**config.mk**
```make
export PLATFORM = sky130hd
export DESIGN_NAME = vmeg_merge
export DESIGN_NICKNAME = d
export VERILOG_FILES = /design/src/hdl/assert_macros.svh /design/src/hdl/vmeg_pkg.sv /design/src/hdl/vmeg_merge.sv
export SDC_FILE = /design/constraint.sdc
export NUM_CORES = 1
export LEC_CHECK = 0
export BUFFER_PORTS_ARGS = -buffer_cell sky130_fd_sc_hd__buf_2
export CORE_AREA = 4 4 198 200
export DETAILED_ROUTE_END_ITERATION = 12
export DIE_AREA = 0 0 202 204
export PLACE_DENSITY_LB_ADDON = 0.08
export SLEW_MARGIN = 20
export SYNTH_ARGS = -nofsm -noshare
export SYNTH_HDL_FRONTEND = slang
export SYNTH_SLANG_ARGS = --single-unit
```
**constraint.sdc**
```tcl
create_clock -name vclk -period 5.46
set_input_delay 0.819 -clock vclk [all_inputs]
set_output_delay 0.819 -clock vclk [all_outputs]
set_load 0.01 [all_outputs]
```
**src/hdl/assert_macros.svh**
```systemverilog
// Assertion macros shared by the memory block RTL.
`ifndef ASSERT_MACROS_SVH
`define ASSERT_MACROS_SVH

// Checks a condition at every clock edge outside reset.
`define VMEG_ASSERT(label, expr, msg) \
  label: assert property (@(posedge clk) disable iff (!rst_n) (expr)) else $error(msg);

// Checks that an antecedent implies a consequent in the same cycle.
`define VMEG_ASSERT_IMP(label, ante, cons, msg) \
  label: assert property (@(posedge clk) disable iff (!rst_n) (ante) |-> (cons)) else $error(msg);

`endif

```
**src/hdl/vmeg_pkg.sv**
```systemverilog
// Shared types, constants and byte rotation functions for the VM memory block.
package vmeg_pkg;

  localparam int unsigned BANKS      = 32;
  localparam int unsigned BYTE_W     = 8;
  localparam int unsigned WORD_W     = BANKS * BYTE_W;
  localparam int unsigned LANE_W     = 64;
  localparam int unsigned LANES      = 4;
  localparam int unsigned OFF_W      = 64;
  localparam int unsigned SHIFT_W    = 5;
  localparam int unsigned GAS_W      = 14;
  localparam int unsigned SIZE_W     = 12;
  localparam int unsigned GAS_FACTOR = 3;
  localparam int unsigned QUAD_SHIFT = 9;

  typedef enum logic [1:0] {
    KIND_RD_BYTE = 2'd0,
    KIND_WR_BYTE = 2'd1,
    KIND_RD_WORD = 2'd2,
    KIND_WR_WORD = 2'd3
  } kind_t;

  function automatic logic [WORD_W-1:0] rotl_bytes(logic [WORD_W-1:0] v,
                                                   logic [SHIFT_W-1:0] s);
    logic [WORD_W-1:0] t;
    t = v;
    for (int k = 0; k < SHIFT_W; k++) begin
      if (s[k]) begin
        t = (t << (BYTE_W << k)) | (t >> (WORD_W - (BYTE_W << k)));
      end
    end
    return t;
  endfunction

  function automatic logic [WORD_W-1:0] rotr_bytes(logic [WORD_W-1:0] v,
                                                   logic [SHIFT_W-1:0] s);
    logic [WORD_W-1:0] t;
    t = v;
    for (int k = 0; k < SHIFT_W; k++) begin
      if (s[k]) begin
        t = (t >> (BYTE_W << k)) | (t << (WORD_W - (BYTE_W << k)));
      end
    end
    return t;
  endfunction

  function automatic logic [WORD_W-1:0] rev_bytes(logic [WORD_W-1:0] v);
    logic [WORD_W-1:0] t;
    for (int i = 0; i < BANKS; i++) begin
      t[BYTE_W*i +: BYTE_W] = v[WORD_W-BYTE_W*(i+1) +: BYTE_W];
    end
    return t;
  endfunction

endpackage

```
**src/hdl/vmeg_merge.sv**
```systemverilog
// Realigns the bank bytes into big-endian read lanes.
module vmeg_merge
  import vmeg_pkg::*;
(
  input  logic                        ok,
  input  kind_t                       kind,
  input  logic [SHIFT_W-1:0]          shift,
  input  logic [WORD_W-1:0]           bank_bytes,
  output logic [LANES-1:0][LANE_W-1:0] lanes
);

  logic [WORD_W-1:0] ordered;

  assign ordered = rotr_bytes(bank_bytes, shift);

  always_comb begin
    lanes = '0;
    if (ok) begin
      case (kind)
        KIND_RD_BYTE: lanes[0] = {{(LANE_W-BYTE_W){1'b0}}, ordered[BYTE_W-1:0]};
        KIND_RD_WORD: lanes = rev_bytes(ordered);
        default:      lanes = '0;
      endcase
    end
  end

endmodule

```
==> reports/metrics.csv, run 1 <==
stage;metric;value;unit
timing;Fmax;217;MHz
routing;initial drt markers;2714;
layout;Nets;2499;
clock_tree;Setup Fix Bufs, Post-CTS;0;
setup_path;CP Launch Type;input port;
logic_synthesis;syn nets;2162;
logic_synthesis;Cell Area, Synth;16300;µm²
routing;routed vias;19600;
routing;First-pass DRT Iterations;6;
logic_synthesis;most common cell in the netlist;mux2i_1;
worst_hold_path;worst min path class;input port to output port;
job;max-cap violation count;0;
pwr;Leak;8.72;nW
grt;total global routing overflow;0;
pwr;PwrDens;118;nW/µm²
grt;antenna violations before repair;19;
grt;largest net degree at the start of global routing;209;
routing;# DRC;0;
grt;first-pass GRT wire length;126;mm
timing;Final Hold Fails;0;
setup_path;CP delay by family, top;buffers and inverters;
timing;period utilization;84.4;%
setup_path;CP max stage cell;buf_4;
clock_tree;Post-CTS Resized;0;
setup_path;Crit Path Class;input port to output port;
logic_synthesis;Yosys Warn Count;0;
routing;drt via density;7.12;
timing;Setup Viol. Count Final;0;
layout;layout cells sized above 1;39.9;%
layout;Finished Core Util;50.4;%
routing;final antenna-violating net count;0;
floorplanning;Die Width;202;µm
routing;drt total wl;90.1;mm
setup_path;WP data arrival;3.79;ns
floorplanning;I/O Pins;520;
routing;Routed WL per cell;32.7;µm
setup_path;critical-path maximum fanout;100;
timing;fin. max-slew vios;0;
grt;number of global-route vias before repair;17300;
placement;DPL Wire Length;73.0;mm
timing;RSZ-0062 raised after global routing;no;
logic_synthesis;Avg Cell Area, Syn;8.61;µm²
setup_path;required time of the worst setup path;4.64;ns
run_status;outcome;finished clean;
floorplanning;Die ar.;41200;µm²
setup_path;Crit path largest cell delay;0.80;ns
logic_synthesis;Synth top area share;28.3;%
layout;area grow syn2layout;15.4;%
layout;seq_cells;0;
floorplanning;Initial Util;43.7;%
clock_tree;hold_buf cts;0;
timing;crit path time final;4.61;ns
setup_path;buffers and inverters on the worst path;3;
placement;IO buf count;520;
layout;number of clock buffers in the layout;0;
timing;TNS Setup;0;ns
timing;Slew @ Worst Pin;1.23;ns
logic_synthesis;Syn Inst Count;1898;
logic_synthesis;Unique masters post-synth;37;
logic_synthesis;commonest cells in the netlist;mux2i_1 (462), o22ai_1 (266), nand2_1 (221);
timing;Rel. slew slack;17.9;%
setup_path;worst path cell trace;buf_8 > buf_4 > mux4_2 > nand2_1 > o21ai_0 > mux2i_1 > o22ai_1 > buf_2;
grt;GRT Total Usage;40.7;%
logic_synthesis;leading area contributor after synthesis;mux2i_1;
floorplanning;Die H;204;µm
floorplanning;row cnt;71;
logic_synthesis;top cells by area, synth;mux2i_1 (28%), mux4_2 (26%), o22ai_1 (10%);
setup_path;Worst setup EP type;output port;
floorplanning;core footprint;37400;µm²
pwr;worst vdd ir;0.000121;V
placement;Final GP Congestion;1.12;
layout;register area;0;µm²
logic_synthesis;share of the yosys chip area belonging to registers;0;%
-- worst paths after layout --
| check | end | slack (ns) | start | cells after the start |
|---|---|---|---|---|
| max | lanes[35] | 0.85 | shift[2] | 8 |
| min | lanes[128] | 2.36 | shift[4] | 4 |
-- cell usage in the layout (no fill, tap or decap), types with 3 or more instances in the layout --
| cell type | instances |
|---|---|
| nor2_1 | 63 |
| buf_8 | 3 |
| diode_2 | 11 |
| buf_12 | 12 |
| nand2b_1 | 5 |
| o22ai_1 | 266 |
| buf_2 | 516 |
| buf_4 | 31 |
| nand2_1 | 219 |
| a22o_1 | 25 |
| nand3_1 | 8 |
| a2111oi_0 | 18 |
| a221oi_1 | 8 |
| mux2_2 | 132 |
| a211oi_1 | 14 |
| mux4_2 | 186 |
| or4_1 | 8 |
| a21oi_1 | 6 |
| o221ai_1 | 8 |
| o21ai_0 | 156 |
| nor3_1 | 36 |
| o31ai_1 | 6 |
| mux2i_1 | 462 |
| o21ai_1 | 20 |
| and2_1 | 7 |
-- area by class of cell --
class	count	area, µm²
Inverter	5	23.8
Fill cell	3700	18500
Multi-Input combinational cell	1665	15000
Tap cell	511	639
Timing Repair Buffer	563	3110
Antenna cell	11	27.5
-- kinds of logic after synthesis --
kind of cell | Yosys count | synth area share, %
and+or+nand+nor | 357 | 9.05
buffers and inverters | 233 | 8.05
AOI/OAI and AO/OA | 528 | 19.9
muxes | 780 | 63.0
-- metal layers --
layer / wire (µm) / vias to the layer above / global-route usage (%)
li1: - / 8334 / -
met2: 35600 / 1517 / 55.6
met3: 14000 / 178 / 18.2
met4: 3220 / 12 / 10.6
met1: 37200 / 9573 / 58.1
met5: 98 / - / 0
-- power breakdown --
group          internal [mW]  switching, mW
sequential                 0              0
combinational          0.853           1.37
clock           0.0000000721              0
total                  0.853           1.37
-- stage by stage --
stage / hold slack [ns] / power (mW) / instance area [µm²] / instances / worst slack, ns
after floorplan: 1.98 / 1.35 / 16300 / 1898 / 2.17
after global placement: 2.32 / 2.10 / 18800 / 2744 / 1.03
after detailed placement: 2.34 / 2.12 / 18800 / 2744 / 0.950
after CTS: 2.34 / 2.13 / 18800 / 2744 / 0.953
after global routing: 2.38 / 2.32 / 18800 / 2753 / 0.796
final: 2.36 / 2.22 / 18900 / 2755 / 0.853
Power figures use the tool's default switching activity.
==> run 2, diff against run 1 <==
--- a/config.mk
+++ b/config.mk
@@ -6,9 +6,9 @@
 export NUM_CORES = 1
 export LEC_CHECK = 0
 export BUFFER_PORTS_ARGS = -buffer_cell sky130_fd_sc_hd__buf_2
-export CORE_AREA = 4 4 198 200
+export CORE_AREA = 4 4 200 202
 export DETAILED_ROUTE_END_ITERATION = 12
-export DIE_AREA = 0 0 202 204
+export DIE_AREA = 0 0 204 206
 export PLACE_DENSITY_LB_ADDON = 0.08
 export SLEW_MARGIN = 20
 export SYNTH_ARGS = -nofsm -noshare
==> constraint.sdc (replaced) <==
create_clock -name vclk -period 4.3
set_input_delay 0.645 -clock vclk [all_inputs]
set_output_delay 0.645 -clock vclk [all_outputs]
set_load 0.01 [all_outputs]
==> reports/metrics.csv, run 2 (synthesis results as in run 1) <==
stage;metric;value;unit;change
timing;crit path time final;3.98;ns;
setup_path;CP delay by family, top;buffers and inverters;;unchanged
timing;TNS Setup;0;ns;unchanged
timing;Setup Viol. Count Final;0;;unchanged
floorplanning;Die ar.;42000;µm²;was 41200 µm²
pwr;Pwr Total;2.88;mW;was 2.22 mW
clock_tree;Post-CTS Resized;0;;unchanged
worst_hold_path;worst min path class;input port to output port;;unchanged
floorplanning;I/O Pins;520;;unchanged
layout;Finished Core Util;50.3;%;was 50.4%
timing;final hold slack;2.02;ns;was 2.36 ns
worst_hold_path;Worst Hold End;lanes[133];;was lanes[128]
setup_path;Crit path largest cell delay;0.65;ns;was 0.80 ns
setup_path;Worst setup EP type;output port;;unchanged
timing;Fmax;251;MHz;
placement;Final GP Congestion;1.11;;was 1.12
worst_hold_path;Hold Startpoint;shift[4];;unchanged
layout;number of clock buffers in the layout;0;;unchanged
routing;initial drt markers;2904;;was 2714
placement;placed cell count;2791;;was 2744
timing;Final Hold Fails;0;;unchanged
routing;First-pass DRT Iterations;9;;was 6
worst_hold_path;Hold Path Stages;4;;unchanged
grt;met3 Use GR;17.3;%;was 18.2%
timing;Rel. slew slack;23.8;%;was 17.9%
layout;commonest non-fill, non-tap cell in the layout;buf_2;;unchanged
routing;routed vias;19700;;was 19600
setup_path;critical-path maximum fanout;44;;was 100
placement;IO buf count;520;;unchanged
layout;register area;0;µm²;unchanged
routing;drt via density;7.03;;was 7.12
floorplanning;Initial Util;42.7;%;was 43.7%
setup_path;WP data arrival;3.33;ns;was 3.79 ns
floorplanning;core footprint;38300;µm²;was 37400 µm²
grt;first-pass GRT wire length;127;mm;was 126 mm
pwr;PwrDens;150;nW/µm²;was 118 nW/µm²
grt;total global routing overflow;0;;unchanged
timing;fin. max-slew vios;0;;unchanged
timing;period utilization;92.5;%;
grt;met2 usage;55.5;%;was 55.6%
layout;Post-Layout Inst Area;19200;µm²;was 18900 µm²
clock_tree;Setup Fix Bufs, Post-CTS;0;;unchanged
setup_path;CP Launch Type;input port;;unchanged
floorplanning;Die H;206;µm;was 204 µm
routing;# DRC;0;;unchanged
setup_path;buffers and inverters on the worst path;4;;was 3
grt;GRT met1 Usage;59.1;%;was 58.1%
placement;Post-DP Area;19200;µm²;was 18800 µm²
job;max-cap violation count;0;;unchanged
floorplanning;Die Width;204;µm;was 202 µm
routing;Routed WL per cell;32.5;µm;was 32.7 µm
grt;number of global-route vias before repair;17400;;was 17300
run_status;outcome;finished clean;;unchanged
layout;seq_cells;0;;unchanged
setup_path;worst path cell trace;buf_8 > buf_12 > buf_4 > mux4_2 > mux2i_1 > nand2_1 > o21ai_0 > o22ai_1 > buf_2;;was buf_8 > buf_4 > mux4_2 > nand2_1 > o21ai_0 > mux2i_1 > o22ai_1 > buf_2
layout;area grow syn2layout;17.8;%;was 15.4%
routing;drt total wl;91.2;mm;was 90.1 mm
layout;Nets;2539;;was 2499
setup_path;CP max stage cell;mux4_2;;was buf_4
timing;Final WS setup;0.323;ns;was 0.853 ns
floorplanning;row cnt;72;;was 71
timing;RSZ-0062 raised after global routing;no;;unchanged
grt;GRT Total Usage;40.5;%;was 40.7%
layout;commonest cells after routing, fill and taps aside;buf_2 (516), mux2i_1 (462), o22ai_1 (266);;unchanged
layout;layout cells sized above 1;40.9;%;was 39.9%
setup_path;Crit Path Class;input port to output port;;unchanged
grt;antenna violations before repair;17;;was 19
pwr;Leak;8.94;nW;was 8.72 nW
placement;worst slack, placed;0.490;ns;was 0.950 ns
timing;Slew @ Worst Pin;1.14;ns;was 1.23 ns
layout;non-filler cells in the finished layout;2805;;was 2755
placement;DPL Wire Length;74.3;mm;was 73.0 mm
pwr;worst vdd ir;0.000145;V;was 0.000121 V
grt;largest net degree at the start of global routing;177;;was 209
clock_tree;hold_buf cts;0;;unchanged
setup_path;required time of the worst setup path;3.65;ns;was 4.64 ns
routing;final antenna-violating net count;0;;unchanged
grt;grt peak-use layer;met1;;unchanged
-- run 2: cell count changes in the layout (fill, tap and decap cells not counted), sizes merged --
cell,delta
diode,+3
buf,+40
-- run 2: cell type report --
| type | count | area [µm²] |
|---|---|---|
| fillers | 3722 | 19000 |
| multi-input cells | 1665 | 15000 |
| well taps | 518 | 648 |
| repair buffers | 603 | 3490 |
| diodes | 14 | 35.0 |
| inverters | 5 | 23.8 |
-- run 2: routing by layer --
metal / wire length (µm) / part of all wire (%)
met1: 38100 / 42
met2: 36500 / 40
met3: 14000 / 15
met4: 2520 / 2.8
met5: 50 / 0.055
-- run 2: how the worst max path moves through the flow --
stage,start,end,cells after the start
after detailed placement,shift[1],lanes[116],9
after global placement,shift[1],lanes[116],9
after floorplan,shift[0],lanes[128],8
final,shift[1],lanes[116],9
after global routing,shift[1],lanes[116],9
after CTS,shift[1],lanes[116],9
-- run 2: report_power, final --
| group | leakage [nW] | switching (mW) | internal, mW |
|---|---|---|---|
| combinational | 8.94 | 1.75 | 1.13 |
| sequential | 0 | 0 | 0 |
| clock | 0.0000887 | 0 | 0.000000437 |
==> run 3, diff against run 2 <==
--- a/config.mk
+++ b/config.mk
@@ -10,7 +10,8 @@
 export DETAILED_ROUTE_END_ITERATION = 12
 export DIE_AREA = 0 0 204 206
 export PLACE_DENSITY_LB_ADDON = 0.08
-export SLEW_MARGIN = 20
+export RECOVER_POWER = 50
+export SLEW_MARGIN = 25
 export SYNTH_ARGS = -nofsm -noshare
 export SYNTH_HDL_FRONTEND = slang
 export SYNTH_SLANG_ARGS = --single-unit
==> reports/metrics.csv, run 3 (synthesis results as in run 1) <==
stage;metric;value;unit;change
timing;Final WS setup;0.150;ns;was 0.323 ns
grt;total global routing overflow;0;;unchanged
layout;Nets;2539;;unchanged
routing;First-pass DRT Iterations;7;;was 9
clock_tree;Post-CTS Resized;0;;unchanged
floorplanning;Die ar.;42000;µm²;unchanged
routing;initial drt markers;2931;;was 2904
layout;area grow syn2layout;16.9;%;was 17.8%
layout;layout cells sized above 1;36.3;%;was 40.9%
layout;Post-Layout Inst Area;19100;µm²;was 19200 µm²
routing;routed vias;19700;;about the same
pwr;Net Switching;1.76;mW;was 1.75 mW
clock_tree;hold_buf cts;0;;unchanged
floorplanning;Die Width;204;µm;unchanged
setup_path;WP data arrival;3.50;ns;was 3.33 ns
timing;TNS Setup;0;ns;unchanged
placement;worst slack, placed;0.490;ns;unchanged
setup_path;CP max stage cell;nor2b_1;;was mux4_2
floorplanning;core footprint;38300;µm²;unchanged
grt;GRT Total Usage;40.5;%;unchanged
layout;commonest cells after routing, fill and taps aside;mux2i_1 (462), buf_2 (434), o22ai_1 (266);;was buf_2 (516), mux2i_1 (462), o22ai_1 (266)
routing;# DRC;0;;unchanged
layout;seq_cells;0;;unchanged
setup_path;required time of the worst setup path;3.65;ns;about the same
grt;number of global-route vias before repair;17400;;unchanged
pwr;Pint;1.11;mW;was 1.13 mW
floorplanning;I/O Pins;520;;unchanged
setup_path;Worst setup EP type;output port;;unchanged
routing;final antenna-violating net count;0;;unchanged
timing;Rel. slew slack;26.3;%;was 23.8%
placement;Final GP Congestion;1.11;;unchanged
pwr;logic gate share of total power;100.0;%;about the same
job;max-cap violation count;0;;unchanged
timing;Setup Viol. Count Final;0;;unchanged
timing;final hold slack;2.02;ns;about the same
routing;Routed WL per cell;32.5;µm;about the same
pwr;Switching Fraction;61.3;%;was 60.8%
timing;Slew @ Worst Pin;1.11;ns;was 1.14 ns
placement;IO buf count;520;;unchanged
grt;antenna violations before repair;17;;unchanged
floorplanning;Initial Util;42.7;%;unchanged
setup_path;worst path cell trace;clkbuf_4 > nor2b_1 > a221oi_1 > o21ai_0 > o22ai_1 > buf_2;;was buf_8 > buf_12 > buf_4 > mux4_2 > mux2i_1 > nand2_1 > o21ai_0 > o22ai_1 > buf_2
setup_path;CP Launch Type;input port;;unchanged
pwr;Pwr Total;2.86;mW;was 2.88 mW
layout;register area;0;µm²;unchanged
pwr;Clk pwr share;0;%;about the same
pwr;PwrDens;150;nW/µm²;about the same
grt;first-pass GRT wire length;127;mm;unchanged
timing;crit path time final;4.15;ns;was 3.98 ns
setup_path;CP delay by family, top;compound AO/OA/AOI/OAI gates;;was buffers and inverters
timing;period utilization;96.5;%;was 92.5%
layout;commonest non-fill, non-tap cell in the layout;mux2i_1;;was buf_2
floorplanning;row cnt;72;;unchanged
timing;Final Hold Fails;0;;unchanged
pwr;worst vdd ir;0.000145;V;about the same
routing;drt via density;7.02;;was 7.03
clock_tree;Setup Fix Bufs, Post-CTS;0;;unchanged
pwr;Leak;8.57;nW;was 8.94 nW
floorplanning;Die H;206;µm;unchanged
run_status;outcome;finished clean;;unchanged
worst_hold_path;worst min path class;input port to output port;;unchanged
timing;fin. max-slew vios;0;;unchanged
setup_path;buffers and inverters on the worst path;2;;was 4
placement;DPL Wire Length;74.3;mm;unchanged
placement;Post-DP Area;19200;µm²;unchanged
grt;largest net degree at the start of global routing;177;;unchanged
layout;number of clock buffers in the layout;0;;unchanged
setup_path;Crit Path Class;input port to output port;;unchanged
routing;drt total wl;91.3;mm;was 91.2 mm
layout;Filler Cells Inserted;3774;;was 3722
setup_path;critical-path maximum fanout;58;;was 44
setup_path;Crit path largest cell delay;0.85;ns;was 0.65 ns
timing;Fmax;241;MHz;was 251 MHz
timing;RSZ-0062 raised after global routing;no;;unchanged
pwr;Seq pwr share;0;%;about the same
-- run 3: cell count changes in the layout (fill, tap and decap cells not counted), moves of 6 or more --
cell | before | now
buf_2 | 516 | 434
clkbuf_1 | 0 | 89
o21ai_0 | 156 | 162
mux2_1 | 0 | 15
o21ai_1 | 20 | 14
mux2_2 | 132 | 117
buf_4 | 65 | 56
-- run 3: power groups by stage --
stage	Sequential (mW)	Combinational [mW]	Clock (mW)
6_report	0	2.86	0.000000468
5_1_grt	0	2.99	0.000000436
4_1_cts	0	2.76	0
3_5_place_dp	0	2.75	0
3_3_place_gp	0	2.73	0
2_1_floorplan	0	1.71	0
-- run 3: worst paths after layout --
| path | start | end | slack, ns | depth (start not counted) |
|---|---|---|---|---|
| setup / recovery | shift[2] | lanes[197] | 0.15 | 6 |
| hold / removal | shift[4] | lanes[133] | 2.02 | 4 |
-- run 3: metrics by stage --
stage / std cells / utilization, %
floorplan: 1898 / -
global placement: 2791 / 50.2
detailed placement: 2791 / 50.2
CTS: 2791 / 50.2
global route: 2805 / 49.9
finish: 2806 / 49.9
-- run 3: layout make-up --
class | instances | area, µm² | share of cell area (%)
Timing Repair Buffer | 603 | 3350 | 17.5
Multi-Input combinational cell | 1665 | 15000 | 78.8
Antenna cell | 15 | 37.5 | 0.196
Tap cell | 518 | 648 | 3.39
Inverter | 5 | 23.8 | 0.124
-- run 3: per-layer routing --
metal | track usage [%] | share of wire, % | vias to the layer above
met2 | 55.5 | 40 | 1508
met5 | 0 | 0.055 | -
met4 | 8.38 | 2.6 | 6
met3 | 17.3 | 16 | 124
met1 | 59.1 | 42 | 9634
li1 | - | - | 8429
